## config.mk

```make
export PLATFORM = sky130hd
export DESIGN_NAME = drhfs_cmdq
export DESIGN_NICKNAME = d
export VERILOG_FILES = /design/src/design/drhfs_pkg.sv /design/src/design/drhfs_cmdq.sv
export SDC_FILE = /design/constraint.sdc
export NUM_CORES = 1
export LEC_CHECK = 0
export BUFFER_PORTS_ARGS = -buffer_cell sky130_fd_sc_hd__buf_2
export CELL_PAD_IN_SITES_DETAIL_PLACEMENT = 0
export CELL_PAD_IN_SITES_GLOBAL_PLACEMENT = 1
export CORE_AREA = 2 2 74 76
export CTS_CLUSTER_DIAMETER = 30
export DETAILED_ROUTE_END_ITERATION = 10
export DIE_AREA = 0 0 76 78
export PLACE_DENSITY = 0.83
export SLEW_MARGIN = 15
export SYNTH_ARGS = -nofsm -noshare
export SYNTH_HDL_FRONTEND = slang
export SYNTH_SLANG_ARGS = --single-unit
export TNS_END_PERCENT = 5
```

## constraint.sdc

```tcl
create_clock -name clk_i -period 5.3 [get_ports clk_i]
set_input_delay 0.795 -clock clk_i [delete_from_list [all_inputs] [get_ports clk_i]]
set_output_delay 0.795 -clock clk_i [all_outputs]
set_load 0.01 [all_outputs]
```

## src/design/drhfs_pkg.sv

```systemverilog
// ----------------------------------------------------------------------------
// drhfs_pkg
// Shared types and constants of the row-hit-first DRAM scheduler.
// ----------------------------------------------------------------------------
package drhfs_pkg;

  localparam int unsigned QueueDepth = 16;
  localparam int unsigned NumBanks   = 8;
  localparam int unsigned RowBits    = 16;
  localparam int unsigned TimeBits   = 48;
  localparam int unsigned QidxBits   = $clog2(QueueDepth);
  localparam int unsigned BankBits   = 3;
  localparam int unsigned BidxBits   = (NumBanks > 1) ? $clog2(NumBanks) : 1;
  localparam int unsigned CfgIdxBits = 3;
  localparam int unsigned CfgDatBits = 8;

  typedef logic [TimeBits-1:0] time_t;

  typedef enum logic [CfgIdxBits-1:0] {
    CfgDivider = 3'd0,
    CfgCcd     = 3'd1,
    CfgRp      = 3'd2,
    CfgRas     = 3'd3,
    CfgRcd     = 3'd4,
    CfgCl      = 3'd5
  } cfg_idx_e;

  typedef enum logic [1:0] {
    ClsHit      = 2'd0,
    ClsMiss     = 2'd1,
    ClsConflict = 2'd2
  } access_class_e;

  typedef enum logic {
    KindIssued   = 1'b0,
    KindRejected = 1'b1
  } result_kind_e;

  typedef enum logic [1:0] {
    BkIdle   = 2'd0,
    BkPick   = 2'd1,
    BkIssue  = 2'd2
  } back_state_e;

  typedef struct packed {
    logic                func;
    logic [BankBits-1:0] req_bank;
    logic [RowBits-1:0]  req_row;
    logic [7:0]          req_tag;
  } in_item_t;

  typedef struct packed {
    logic                result_kind;
    logic [7:0]          out_tag;
    logic [BankBits-1:0] out_bank;
    logic [RowBits-1:0]  out_row;
    logic [1:0]          access_class;
    time_t               ready_cycle;
  } out_item_t;

  typedef struct packed {
    logic [4:0] divider;
    logic [7:0] ccd;
    logic [7:0] rp;
    logic [7:0] ras;
    logic [7:0] rcd;
    logic [7:0] cl;
  } cfg_t;

  typedef struct packed {
    logic [BankBits-1:0] bank;
    logic [RowBits-1:0]  row;
    logic [7:0]          tag;
  } entry_t;

  typedef struct packed {
    logic   tick;
    logic   enq;
    entry_t entry;
  } cmd_t;

endpackage

```

## src/design/drhfs_cmdq.sv

```systemverilog
// ----------------------------------------------------------------------------
// drhfs_cmdq
// Short command queue between the front and the back.
// ----------------------------------------------------------------------------
module drhfs_cmdq (
  input  logic            clk_i,
  input  logic            rst_ni,
  input  logic            wr_valid_i,
  output logic            wr_ready_o,
  input  drhfs_pkg::cmd_t wr_data_i,
  output logic            rd_valid_o,
  input  logic            rd_ready_i,
  output drhfs_pkg::cmd_t rd_data_o
);
  import drhfs_pkg::*;

  cmd_t       mem_q [2];
  logic       wp_q, rp_q;
  logic [1:0] cnt_q;
  logic       wr, rd;

  assign wr_ready_o = (cnt_q != 2'd2);
  assign rd_valid_o = (cnt_q != 2'd0);
  assign rd_data_o  = mem_q[rp_q];
  assign wr = wr_valid_i & wr_ready_o;
  assign rd = rd_valid_o & rd_ready_i;

  always_ff @(posedge clk_i) begin
    if (wr) mem_q[wp_q] <= wr_data_i;
  end

  always_ff @(posedge clk_i or negedge rst_ni) begin
    if (!rst_ni) begin
      wp_q <= 1'b0;
      rp_q <= 1'b0;
      cnt_q <= '0;
    end else begin
      if (wr) wp_q <= ~wp_q;
      if (rd) rp_q <= ~rp_q;
      cnt_q <= cnt_q + {1'b0, wr} - {1'b0, rd};
    end
  end

  assert property (@(posedge clk_i) disable iff (!rst_ni)
    cnt_q != 2'd3) else $error("queue count invalid");
  assert property (@(posedge clk_i) disable iff (!rst_ni)
    (cnt_q == 2'd2) |-> (wp_q == rp_q)) else $error("pointer mismatch");
  assert property (@(posedge clk_i) disable iff (!rst_ni)
    (cnt_q == 2'd0) |-> (wp_q == rp_q)) else $error("pointer mismatch");

endmodule

```

==> reports/metrics.yaml <==
outcome:
  outcome: "finished clean"
global_routing:
  grt_pass1_wl_um: 5940
  grt_use_total: 0.1350
  grt_pass1_vias: 1287
  grt_remaining_overflow: 0
  grt_max_degree: 31
  antenna_found_initial: 0
synthesis:
  synth.area.top_cells: "edfxtp_1, mux2_2, dfrtp_1"
  ys_ff_latch: 62
  synth_compound_area_frac: 0
  synth.distinct_cells: 14
  synthMuxAreaShare: 0.1431
  syn_area_mm2: 0.002282
  ys_seq_area_frac: 0.8070
  ys_warn_count: 0
  synth_xor_area_frac: 0.01535
  synth_top_cell_by_area: "edfxtp_1"
  synth_fa_ha_area_frac: 0.01096
  netlist_instances: 107
  synth_area_per_cell_um2: 21.33
  yosys.area.top_type_share: 0.7632
  synthSimpleGateAreaFrac: 0.01535
  syn-num-nets: 142
  synth_top_family_by_area: "multiplexers"
cells_and_area:
  mostFrequentLayoutCells: "buf_2, edfxtp_1, mux2_2"
  areaGrowthSynthToFinish_pct: 26.70
  antenna_cells: 0
  layout_commonest_cell: "buf_2"
  fin_nets: 215
  drive_gt1_frac: 0.6033
place:
  place.port_buffers: 63
  place_hpwl_um: 2610
  gp_congestion: 0.7303
clocking:
  cts_setup_buffers: 0
  clk_pin_slew_ps: 60
  clk_path_buf_depth: 2
  cts_buffers: 9
  clk-insertion-delay-late_ps: 330
  ctsHoldBuffers: 0
  clock-sinks: 62
  cts_max_level: 3
  cts_resized: 0
  cts_tree: "yes"
  root_buffer: "clkbuf_8"
critical_path:
  slowest_stage: "dfrtp_2"
  crit_family: "flip-flops"
  path_max_fanout: 30
  crit_type: "flip-flop to output port"
  r2r_start: "cnt_q[1]"
  cp-startpoint: "rp_q"
  critPathLaunchType: "flip-flop"
  cp-end-kind: "output port"
  required_ps: 4510
  cp.arrival_ps: 1690
  path_buf_inv: 1
  max_stage_delay_ps: 810
  path_cells: "mux2_2 > buf_2"
sta:
  finalSetupTns_ps: 0
  hold_violations: 0
  skew_ps: 4.645
  final.min_clock_period_ps: 2487
  tightest_slew_ps: 764.5
  relSlewSlack: 0.4898
  rsz0062_at_grt: "no"
  fmax_ghz: 0.4021
  slew_viol_final: 0
  period_share: 0.4693
  setup_viol: 0
routing:
  post_drt_wl_per_cell_um: 15.08
  vias: 1170
  drt-total-wl_um: 3831
  drtIter0Drc: 73
  drtPass1Iterations: 4
  vias_per_cell: 4.606
  drc: 0
  ant_nets: 0
floorplanning:
  die_x_um: 76
  dieArea_mm2: 0.005928
  design.portCount: 64
  core-area_mm2: 0.005042
  initial_core_util: 0.4526
  die_y_um: 78
  rows: 26
job:
  drv_cap: 0
min_path:
  hold_class: "input port to asynchronous set/reset pin"
power:
  p_per_area_mw_per_mm2: 552.4
  leakage_nw: 1.111
  p_total_mw: 1.597
  ir_drop_uv: 310.2
==> registers in the layout, summed over array words and instances, names as in the netlist <==
register,count
cnt_q,2
mem_q,58
rp_q,1
wp_q,1
==> synthesized netlist by cell type (all sizes together) <==
library cell  instances
edfxtp               58
mux2                 29
dfrtp                 4
buf                   3
xnor2                 3
ha                    2
and2                  1
and3                  1
inv                   1
nand2                 1
nand2b                1
nor2                  1
or2                   1
xor2                  1
==> where the power goes <==
part	internal [mW]	switching, mW	leakage [nW]
clock	0.260	0.164	0.106
combinational	0.219	0.207	0.421
sequential	0.673	0.0742	0.584
total	1.15	0.445	1.11
==> cell families (layout without fill, tap and decap cells) <==
| kind of cell | after synthesis | after routing |
|---|---|---|
| adder cells (fa/ha/maj) | 2 | 2 |
| XOR/XNOR | 4 | 4 |
| AND/OR/NAND/NOR | 6 | 6 |
| flip-flops | 62 | 62 |
| multiplexers | 29 | 29 |
| buffers and inverters | 4 | 81 |
==> routing by layer <==
| layer | part of all wire | GRT usage | vias to the layer above |
|---|---|---|---|
| li1 | - | - | 560 |
| met1 | 0.41 | 0.1591 | 560 |
| met2 | 0.52 | 0.2214 | 48 |
| met3 | 0.063 | 0.03837 | 2 |
| met5 | 0 | 0 | - |
| met4 | 0.0050 | 0.08182 | 0 |
==> final cells by class <==
| type | count | area [µm²] |
|---|---|---|
| fillers | 386 | 2151 |
| flip-flops and latches | 62 | 1843 |
| multi-input cells | 41 | 424.2 |
| repair buffers | 65 | 330.3 |
| clock buffers | 10 | 127.6 |
| well taps | 70 | 87.58 |
| clock inverters | 5 | 75.07 |
| inverters | 1 | 3.754 |
==> stage by stage <==
stage	hold slack (ps)	utilization	instances	setup slack (ps)	instance area, µm²
finish	263.5	0.5734	254	2813	2892
global route	257.1	0.5734	254	2722	2892
CTS	248.9	0.5732	254	2381	2890
detailed placement	511.4	0.5330	239	2741	2688
global placement	495.9	0.5330	239	2761	2688
floorplan	460.8	-	107	2763	2282
==> worst register-to-register path: cells and delay by family, from the launching register on <==
kind,cells,cell delay [ps]
AND/OR/NAND/NOR,3,850
flip-flops,1,410
buffers and inverters,1,380
==> path summary, 6_finish.rpt <==
path                                 end  slack, ps  cells past startpoint
min in group clk_i              cnt_q[0]        520                      1
min reg2reg                     cnt_q[0]        520                      1
min                             cnt_q[0]        260                      1
max in group asynchronous           rp_q       4900                      1
max                        rd_data_o[18]       2810                      2
max reg2reg                  mem_q[0][8]       3350                      4
No activity file was read; power rests on OpenSTA's default activity.
