## src/design/drhfs_pkg.sv

```systemverilog
// ----------------------------------------------------------------------------
// drhfs_pkg
// Shared types and constants of the row-hit-first DRAM scheduler.
// ----------------------------------------------------------------------------
package drhfs_pkg;

  localparam int unsigned QueueDepth = 16;
  localparam int unsigned NumBanks   = 8;
  localparam int unsigned RowBits    = 16;
  localparam int unsigned TimeBits   = 48;
  localparam int unsigned QidxBits   = $clog2(QueueDepth);
  localparam int unsigned BankBits   = 3;
  localparam int unsigned BidxBits   = (NumBanks > 1) ? $clog2(NumBanks) : 1;
  localparam int unsigned CfgIdxBits = 3;
  localparam int unsigned CfgDatBits = 8;

  typedef logic [TimeBits-1:0] time_t;

  typedef enum logic [CfgIdxBits-1:0] {
    CfgDivider = 3'd0,
    CfgCcd     = 3'd1,
    CfgRp      = 3'd2,
    CfgRas     = 3'd3,
    CfgRcd     = 3'd4,
    CfgCl      = 3'd5
  } cfg_idx_e;

  typedef enum logic [1:0] {
    ClsHit      = 2'd0,
    ClsMiss     = 2'd1,
    ClsConflict = 2'd2
  } access_class_e;

  typedef enum logic {
    KindIssued   = 1'b0,
    KindRejected = 1'b1
  } result_kind_e;

  typedef enum logic [1:0] {
    BkIdle   = 2'd0,
    BkPick   = 2'd1,
    BkIssue  = 2'd2
  } back_state_e;

  typedef struct packed {
    logic                func;
    logic [BankBits-1:0] req_bank;
    logic [RowBits-1:0]  req_row;
    logic [7:0]          req_tag;
  } in_item_t;

  typedef struct packed {
    logic                result_kind;
    logic [7:0]          out_tag;
    logic [BankBits-1:0] out_bank;
    logic [RowBits-1:0]  out_row;
    logic [1:0]          access_class;
    time_t               ready_cycle;
  } out_item_t;

  typedef struct packed {
    logic [4:0] divider;
    logic [7:0] ccd;
    logic [7:0] rp;
    logic [7:0] ras;
    logic [7:0] rcd;
    logic [7:0] cl;
  } cfg_t;

  typedef struct packed {
    logic [BankBits-1:0] bank;
    logic [RowBits-1:0]  row;
    logic [7:0]          tag;
  } entry_t;

  typedef struct packed {
    logic   tick;
    logic   enq;
    entry_t entry;
  } cmd_t;

endpackage

```

## src/design/drhfs_front.sv

```systemverilog
// ----------------------------------------------------------------------------
// drhfs_front
// Accepts items, keeps the occupancy count, rejects full enqueues, and
// passes ticks and accepted enqueues to the command queue.
// ----------------------------------------------------------------------------
module drhfs_front (
  input  logic                          clk_i,
  input  logic                          rst_ni,
  input  logic                          in_valid_i,
  output logic                          in_ready_o,
  input  drhfs_pkg::in_item_t           in_data_i,
  input  logic                          cq_ready_i,
  output logic                          cq_valid_o,
  output drhfs_pkg::cmd_t               cq_data_o,
  input  logic                          dec_i,
  output logic                          rej_valid_o,
  output logic [7:0]                    rej_tag_o,
  input  logic                          rej_ready_i
);
  import drhfs_pkg::*;

  logic [QidxBits:0] cnt_q, cnt_d;
  logic              full, fire, rej;

  assign full        = (cnt_q == (QidxBits+1)'(QueueDepth));
  assign rej         = in_data_i.func & full;
  assign in_ready_o  = rej ? rej_ready_i : cq_ready_i;
  assign fire        = in_valid_i & in_ready_o;
  assign rej_valid_o = in_valid_i & rej & cq_ready_i;
  assign rej_tag_o   = in_data_i.req_tag;
  assign cq_valid_o  = in_valid_i & ~rej & cq_ready_i;
  assign cq_data_o.tick  = ~in_data_i.func;
  assign cq_data_o.enq   = in_data_i.func;
  assign cq_data_o.entry = '{bank: in_data_i.req_bank, row: in_data_i.req_row,
                             tag: in_data_i.req_tag};

  always_comb begin
    cnt_d = cnt_q;
    if (fire && in_data_i.func && !full) cnt_d = cnt_d + 1'b1;
    if (dec_i) cnt_d = cnt_d - 1'b1;
  end

  always_ff @(posedge clk_i or negedge rst_ni) begin
    if (!rst_ni) cnt_q <= '0;
    else cnt_q <= cnt_d;
  end

  assert property (@(posedge clk_i) disable iff (!rst_ni)
    cnt_q <= (QidxBits+1)'(QueueDepth)) else $error("count overflow");
  assert property (@(posedge clk_i) disable iff (!rst_ni)
    !(rej_valid_o && cq_valid_o)) else $error("item sent twice");
  assert property (@(posedge clk_i) disable iff (!rst_ni)
    dec_i |-> cnt_q != '0) else $error("count underflow");

endmodule

```

## config.mk

```make
export PLATFORM = sky130hd
export DESIGN_NAME = drhfs_front
export DESIGN_NICKNAME = d
export VERILOG_FILES = /design/src/design/drhfs_pkg.sv /design/src/design/drhfs_front.sv
export SDC_FILE = /design/constraint.sdc
export NUM_CORES = 1
export LEC_CHECK = 0
export BUFFER_PORTS_ARGS = -buffer_cell sky130_fd_sc_hd__buf_2
export CAP_MARGIN = 20
export CORE_MARGIN = 2
export CORE_UTILIZATION = 34
export DETAILED_ROUTE_END_ITERATION = 16
export PLACE_DENSITY = 0.79
export SETUP_SLACK_MARGIN = 0.15
export SLEW_MARGIN = 20
export SYNTH_ARGS = -nofsm -noshare
export SYNTH_HDL_FRONTEND = slang
export SYNTH_SLANG_ARGS = --single-unit
```

## constraint.sdc

```tcl
create_clock -name clk_i -period 2.9 [get_ports clk_i]
set_input_delay 0.435 -clock clk_i [delete_from_list [all_inputs] [get_ports clk_i]]
set_output_delay 0.435 -clock clk_i [all_outputs]
set_load 0.005 [all_outputs]
```

==> impl_results.md, run 1 <==
- Maximum fanout along the worst path: 7
- Critical path depth in cells: 9
- Worst endpoint required time: 3.07 ns
- Final Instance Area: 520 µm²
- Synth warnings: 0
- Cts bufs inserted: 3
- Most common cell on crit path: ha_1
- Worst Hold Class: flop to flop
- Worst r2r path cells: 9
- Crit path setup slack, layout: 0.484 ns
- Die ar.: 2340 µm²
- Diodes inserted: 0
- RSZ-0062 raised after global routing: no
- Proportion of layout cells with a drive suffix above 1: 29.8%
- Routed WL: 996 µm
- Critical path, cell by cell: inv_1 > ha_1 > and4bb_2 > nor2_1 > mux2i_1 > ha_1 > nand2_1 > o41ai_1 > xor2_1
- Final hold vios: 0
- Post-Route Setup TNS: 0 ns
- Fmax: 0.414 GHz
- Outcome: complete, no violations
- Clk root buf: clkbuf_4
- DR iter-0 viols: 0
- Max reg flops: 5
- GRT Residual Overflow: 0
- Leak Pwr: 0.231 nW
- WP buf/inv: 1
- Final Power: 436 µW
- Clock Latency Late Sink: 0.24 ns
- Max Cap Viol: 0
- Fin Hold WS: 0.465 ns
- Row count: 16
- Overall Global Routing Usage: 9.97%
- Drt drc: 0
- Period Utilization, post-route: 83.3%
- Die Height: 48.4 µm
- Placed wire-length estimate: 799 µm
- Vias per cell: 4.60
- Io pins: 74
- Seq/Total Area, Yosys: 18.7%
- Clock H-tree levels: 1
- VDD IR max: 0.243 mV
- CP top delay family: simple AND/OR/NAND/NOR gates
- Clock buffer depth: 2
- P&R area growth vs syn: -22.2%
- Placed inst area: 484 µm²
- Final min period: 2.42 ns
- First-pass GRT wire length: 1850 µm
- Fin nets: 95
- Pin count of the biggest net entering global routing: 8
- Synthesized Nets: 115
- Cells after Synth: 78
- TritonCTS clock tree: done
- Most common cell after layout, fill and taps aside: buf_2
- Commonest non-fill, non-tap cells in the layout: buf_2, xnor2_1, dfrtp_1
- Port-buffer cells: 11
- Avg Cell Area, Syn: 8.58 µm²
- Slew @ Worst Pin: 0.350 ns
- CP max-delay cell: dfrtp_1
- Setup WS pre-CTS: 0.484 ns
- Setup Skew: 0.000267 ns
- Critical Path Sink Type: flop
- Antenna viol nets, final: 0
- Seq cells post-synth: 5
- GPL Wtd Cong: 0.721
- Via count: 386
- Reg with most FFs: cnt_q
- Clock sink count: 5
- Largest regs: cnt_q (5)
- Core Box Area: 1900 µm²
- Worst EP arrival: 2.58 ns
- Post-CTS Setup Inserts: 0
- Kind of critical path: flop to flop
- Final setup vio count: 0
- Clk slew on worst S/H paths: 0.04 ns
- Area of the mapped netlist: 669 µm²
- Worst Hold Depth: 1
- Max Slew Vio Count: 0
- Initial antenna violation count: 0
- Routed len/inst: 11.9 µm
- Pre-antenna DRT Iters: 1
- Die Span X: 48.4 µm
- CP max stage delay: 0.45 ns
- Vias in the first global route: 430
- Post-synth cell types: 21
- Pwr dens: 838 nW/µm²
- Critical path launch point type: flop
- Slew HR: 76.4%
- Initial Util: 35.2%
worst register-to-register path: cells and delay by family, from the launching register on:
family	cells	cell delay (ns)
muxes	1	0.29
DFF	1	0.45
AOI/OAI and AO/OA	1	0.32
xor gates and xnor gates	1	0.17
buffers and inverters	1	0.07
adders and majority gates	2	0.42
and+or+nand+nor	3	0.60
cell type report:
type                       instances  area [µm²]
timing repair buffer              12        65.1
clock buffer                       4        26.3
multi-input combinational         33         259
sequential                         5         125
fill                             210        1380
inverter                           3        11.3
tap                               27        33.8
metrics by stage:
step,cells,util (%)
global placement,79,25.5
detailed placement,79,25.5
finish,84,27.4
floorplan,78,-
global route,84,27.4
CTS,84,27.4
repair_timing:
action | in CTS | in global routing
endpoints found under the setup margin | 0 | 0
hold endpoints to repair | 5 | 0
hold buffers | 1 | 0
resized for setup | 0 | 0
per-layer routing:
layer / track usage [%] / up-vias / wire [µm]
met3: 7.72 / 13 / 148
met1: 9.30 / 168 / 332
met4: 7.62 / 0 / 32
met2: 14.6 / 26 / 482
met5: 0 / - / 0
li1: - / 179 / -
power breakdown:
group / switching [mW] / internal, mW / leakage (nW)
Sequential: 0.0527 / 0.108 / 0.0586
Clock: 0.0299 / 0.0521 / 0.0150
Combinational: 0.0908 / 0.103 / 0.158
Total: 0.173 / 0.263 / 0.231
logic make-up after synthesis:
group	after synthesis	synth area share, %
buffers and inverters	40	42.6
and+or+nand+nor	15	13.6
xor gates and xnor gates	8	10.5
DFF	5	18.7
muxes	4	6.17
AOI/OAI and AO/OA	3	2.80
adders and majority gates	3	5.61
cells in the mapped netlist (all sizes together):
library cell | count | share of area (%)
dfrtp | 5 | 19
buf | 36 | 40
nor3b | 1 | 1.1
nand2 | 4 | 2.2
nor2 | 2 | 1.1
xor2 | 3 | 3.9
inv | 3 | 1.7
a21oi | 2 | 1.5
nand3 | 2 | 1.5
and4bb | 1 | 1.9
mux2i | 3 | 4.5
clkbuf | 1 | 0.56
xnor2 | 5 | 6.5
nor4b | 1 | 1.3
nor3 | 1 | 0.75
nand4 | 1 | 0.94
mux2 | 1 | 1.7
nand4b | 1 | 1.3
ha | 3 | 5.6
o41ai | 1 | 1.3
and4 | 1 | 1.5
worst paths after layout:
path	startpoint	to	slack, ns
worst max-delay path	cnt_q[0]	cnt_q[4]	0.48
worst min-delay path	cnt_q[4]	cnt_q[4]	0.47
worst max register to register	cnt_q[0]	cnt_q[4]	0.48
worst min register to register	cnt_q[4]	cnt_q[4]	0.47
max in group asynchronous	rst_ni	cnt_q[4]	2.24
min in group asynchronous	rst_ni	cnt_q[0]	0.53
(Power assumes the default switching activity.)
==> run 2: changes to the inputs <==
--- a/config.mk
+++ b/config.mk
@@ -5,10 +5,11 @@
 export SDC_FILE = /design/constraint.sdc
 export NUM_CORES = 1
 export LEC_CHECK = 0
+export ABC_AREA = 1
 export BUFFER_PORTS_ARGS = -buffer_cell sky130_fd_sc_hd__buf_2
 export CAP_MARGIN = 20
 export CORE_MARGIN = 2
-export CORE_UTILIZATION = 34
+export CORE_UTILIZATION = 36
 export DETAILED_ROUTE_END_ITERATION = 16
 export PLACE_DENSITY = 0.79
 export SETUP_SLACK_MARGIN = 0.15
==> constraint.sdc (replaced) <==
create_clock -name clk_i -period 2.5 [get_ports clk_i]
set_input_delay 0.375 -clock clk_i [delete_from_list [all_inputs] [get_ports clk_i]]
set_output_delay 0.375 -clock clk_i [all_outputs]
set_load 0.005 [all_outputs]
==> run 2 against run 1 <==
Net effect:
- cell area up 21%
- critical endpoint unchanged
- non-clock buffer count up 2
- sequential power up 9%
- clock power up 16%
- sequential share of layout area down 4.2 points
- worst hold slack worse by 0.12 ns
- cell count up 39%
- wire length up 33%
- largest cell class unchanged
- synthesized cell count up 38%
- largest power group unchanged
==> impl_results.md, run 2 <==
- Clk root buf: clkbuf_4 (unchanged)
- Pwr dens: 961 nW/µm² (was 838 nW/µm²)
- Seq cells post-synth: 5 (unchanged)
- Clock H-tree levels: 1 (unchanged)
- Slew HR: 85.7% (was 76.4%)
- Io pins: 74 (unchanged)
- Final setup vio count: 0 (unchanged)
- Sequential power share: 29.1% (was 36.8%)
- GPL Wtd Cong: 0.766 (was 0.721)
- Slew @ Worst Pin: 0.215 ns (was 0.350 ns)
- Kind of critical path: flop to flop (unchanged)
- Via count: 526 (was 386)
- Placed wire-length estimate: 1070 µm (was 799 µm)
- Met3 Routed Length: 198 µm (was 148 µm)
- Worst r2r path cells: 16 (was 9)
- Post-Route Setup TNS: 0 ns (unchanged)
- Diodes inserted: 0 (unchanged)
- Area of the mapped netlist: 759 µm² (was 669 µm²)
- WP buf/inv: 6 (was 1)
- RSZ-0062 raised after global routing: no (unchanged)
- Vias per cell: 4.50 (was 4.60)
- Fin nets: 128 (was 95)
- Pin count of the biggest net entering global routing: 7 (was 8)
- Synth warnings: 0 (unchanged)
- Setup Skew: 0.000310 ns (was 0.000267 ns)
- Clock Latency Late Sink: 0.24 ns (about the same)
- Startpoint of the worst-slack reg-to-reg timing path: cnt_q[0] (unchanged)
- Avg Cell Area, Syn: 7.03 µm² (was 8.58 µm²)
- Clock buffer depth: 2 (unchanged)
- Top cells by area, synth: buf_4, dfrtp_1, nand2_1 (was buf_4, dfrtp_1, xnor2_1)
- Post-synth EDFFs: 0 (unchanged)
- Routed WL: 1330 µm (was 996 µm)
- Post-synth top flop: dfrtp_1 (unchanged)
- Worst Hold Path EP: cnt_q[0] (was cnt_q[4])
- P_sw: 291 µW (was 173 µW)
- Die Span X: 49.9 µm (was 48.4 µm)
- Vias in the first global route: 498 (was 430)
- Die Height: 49.9 µm (was 48.4 µm)
- CP max-delay cell: dfrtp_1 (unchanged)
- RR Endpoint: cnt_q[4] (unchanged)
- Internal: 314 µW (was 263 µW)
- Clock sink count: 5 (unchanged)
- Top Layer Used: met4 (unchanged)
- Max Slew Vio Count: 0 (unchanged)
- Clk slew on worst S/H paths: 0.04 ns (about the same)
- Antenna viol nets, final: 0 (unchanged)
- Overall Global Routing Usage: 10.6% (was 9.97%)
- Hold_sp: dec_i (was cnt_q[4])
- Fmax: 0.484 GHz (was 0.414 GHz)
- Final hold vios: 0 (unchanged)
- Leak Pwr: 0.352 nW (was 0.231 nW)
- Worst endpoint required time: 2.64 ns (was 3.07 ns)
- Core Box Area: 1980 µm² (was 1900 µm²)
- Row count: 16 (unchanged)
- Maximum fanout along the worst path: 5 (was 7)
- Sw frac: 48.1% (was 39.8%)
- Most frequent cell after synthesis: buf_4 (unchanged)
- Final Power: 605 µW (was 436 µW)
- Yosys top cell by area: buf_4 (unchanged)
- Worst EP arrival: 2.21 ns (was 2.58 ns)
- CP max stage delay: 0.38 ns (was 0.45 ns)
- Period Utilization, post-route: 82.7% (was 83.3%)
- Die ar.: 2490 µm² (was 2340 µm²)
- Routed len/inst: 11.3 µm (was 11.9 µm)
- Comb pwr share: 55.2% (was 44.4%)
- Clock share of power: 15.8% (was 18.8%)
- Met2 wire len: 612 µm (was 482 µm)
- Ys async rst share: 100% (unchanged)
- Drt drc: 0 (unchanged)
- Port-buffer cells: 11 (unchanged)
- Cells after Synth: 108 (was 78)
- Final min period: 2.07 ns (was 2.42 ns)
- Proportion of layout cells with a drive suffix above 1: 26.7% (was 29.8%)
- Reg with most FFs: cnt_q (unchanged)
- DR iter-0 viols: 1 (was 0)
- GRT Residual Overflow: 0 (unchanged)
- Critical path launch point type: flop (unchanged)
- Max reg flops: 5 (unchanged)
- Cts bufs inserted: 3 (unchanged)
- Commonest non-fill, non-tap cells in the layout: nand2_1, inv_1, buf_2 (was buf_2, xnor2_1, dfrtp_1)
- VDD IR max: 0.299 mV (was 0.243 mV)
- Initial Util: 38.3% (was 35.2%)
- Worst Hold Class: input port to flop (was flop to flop)
- Max Cap Viol: 0 (unchanged)
- CP top delay family: simple AND/OR/NAND/NOR gates (unchanged)
- Worst Hold Depth: 2 (was 1)
- Pre-antenna DRT Iters: 4 (was 1)
- Largest regs: cnt_q (5) (unchanged)
- Critical path, cell by cell: inv_1 > ha_1 > nand2_1 > inv_2 > a21oi_4 > buf_4 > nand3_1 > nand2_1 > inv_1 > ha_1 > nand2_1 > inv_1 > nand3_1 > o21bai_1 > nand2_1 > inv_1 (was inv_1 > ha_1 > and4bb_2 > nor2_1 > mux2i_1 > ha_1 > nand2_1 > o41ai_1 > xor2_1)
- Top cell type's share of synthesized area: 35.6% (was 40.4%)
- Synthesized Nets: 145 (was 115)
- Most common cell after layout, fill and taps aside: nand2_1 (was buf_2)
- TritonCTS clock tree: done (unchanged)
- Reg2Reg Setup Slack: 0.43 ns (was 0.48 ns)
- First-pass GRT wire length: 2010 µm (was 1850 µm)
- Seq/Total Area, Yosys: 16.5% (was 18.7%)
- Post-synth cell types: 19 (was 21)
- Initial antenna violation count: 0 (unchanged)
- Outcome: complete, no violations (unchanged)
- Synth cell count leaders: buf_4, nand2_1, inv_1 (was buf_4, dfrtp_1, xnor2_1)
- M1 WL: 475 µm (was 332 µm)
- P&R area growth vs syn: -17.1% (was -22.2%)
- Critical Path Sink Type: flop (unchanged)
[run 2: cell types whose count changed in the layout (fill, tap and decap cells not counted), moves of 2 or more]
cell / previous run / this run
nand2_1: 4 / 22
buf_4: 0 / 2
xnor2_1: 5 / 1
inv_1: 3 / 12
nand2_2: 0 / 2
a21oi_1: 2 / 0
mux2i_1: 3 / 0
nand3_1: 2 / 9
nand3_2: 0 / 2
[run 2: area by class of cell]
type,count,area (µm²)
inverters,13,48.8
well taps,27,33.8
flip-flops and latches,5,125
repair buffers,14,80.1
multi-input cells,54,315
fillers,203,1350
clock buffers,4,26.3
[run 2: worst max-delay path by stage]
stage	start	to	slack, ns	depth (start not counted)
after floorplan	cnt_q[0]	cnt_q[4]	0.61	16
after global placement	cnt_q[0]	cnt_q[4]	0.50	16
after detailed placement	cnt_q[0]	cnt_q[4]	0.39	16
after CTS	cnt_q[0]	cnt_q[4]	0.38	16
after global routing	cnt_q[0]	cnt_q[4]	0.22	17
final	cnt_q[0]	cnt_q[4]	0.43	16
[run 2: layer usage]
layer | up-vias | global-route usage, %
met5 | - | 0
met4 | 0 | 10.2
met3 | 7 | 4.24
met2 | 37 | 18.0
met1 | 220 | 9.43
li1 | 262 | -
[run 2: cell families (layout without fill, tap and decap cells)]
logic type	count (synthesis)	in the layout	synth area share [%]
buffers and inverters	49	31	42.0
AND/OR/NAND/NOR	44	44	28.2
flip-flops	5	5	16.5
XOR/XNOR	4	4	4.61
adder cells (fa/ha/maj)	3	3	4.94
AO/OA/AOI/OAI	3	3	3.79
[run 2: power by group through the flow]
stage | Combinational [mW] | Clock (mW) | Sequential, mW
after floorplan | 0.307 | 0 | 0.167
after global placement | 0.303 | 0 | 0.175
after detailed placement | 0.322 | 0 | 0.177
after CTS | 0.325 | 0.0970 | 0.176
after global routing | 0.384 | 0.0995 | 0.183
final | 0.334 | 0.0954 | 0.176
[run 2: repair_timing]
item | 4_1_cts | 5_1_grt
buffers inserted | 0 | 2
hold buffers | 1 | 0
endpoints found under the hold margin | 5 | 0
setup endpoints to repair | 0 | 1
resized for setup | 0 | 1
[run 2: per-stage QoR]
| step | utilization [%] | area [µm²] | setup slack, ns | hold slack, ns | cells |
|---|---|---|---|---|---|
| floorplan | - | 759 | 0.614 | 0.0794 | 108 |
| global placement | 29.2 | 578 | 0.498 | 0.191 | 110 |
| detailed placement | 29.2 | 578 | 0.394 | 0.192 | 110 |
| CTS | 31.0 | 614 | 0.384 | 0.337 | 115 |
| global route | 31.8 | 629 | 0.215 | 0.343 | 117 |
| finish | 31.8 | 629 | 0.433 | 0.350 | 117 |
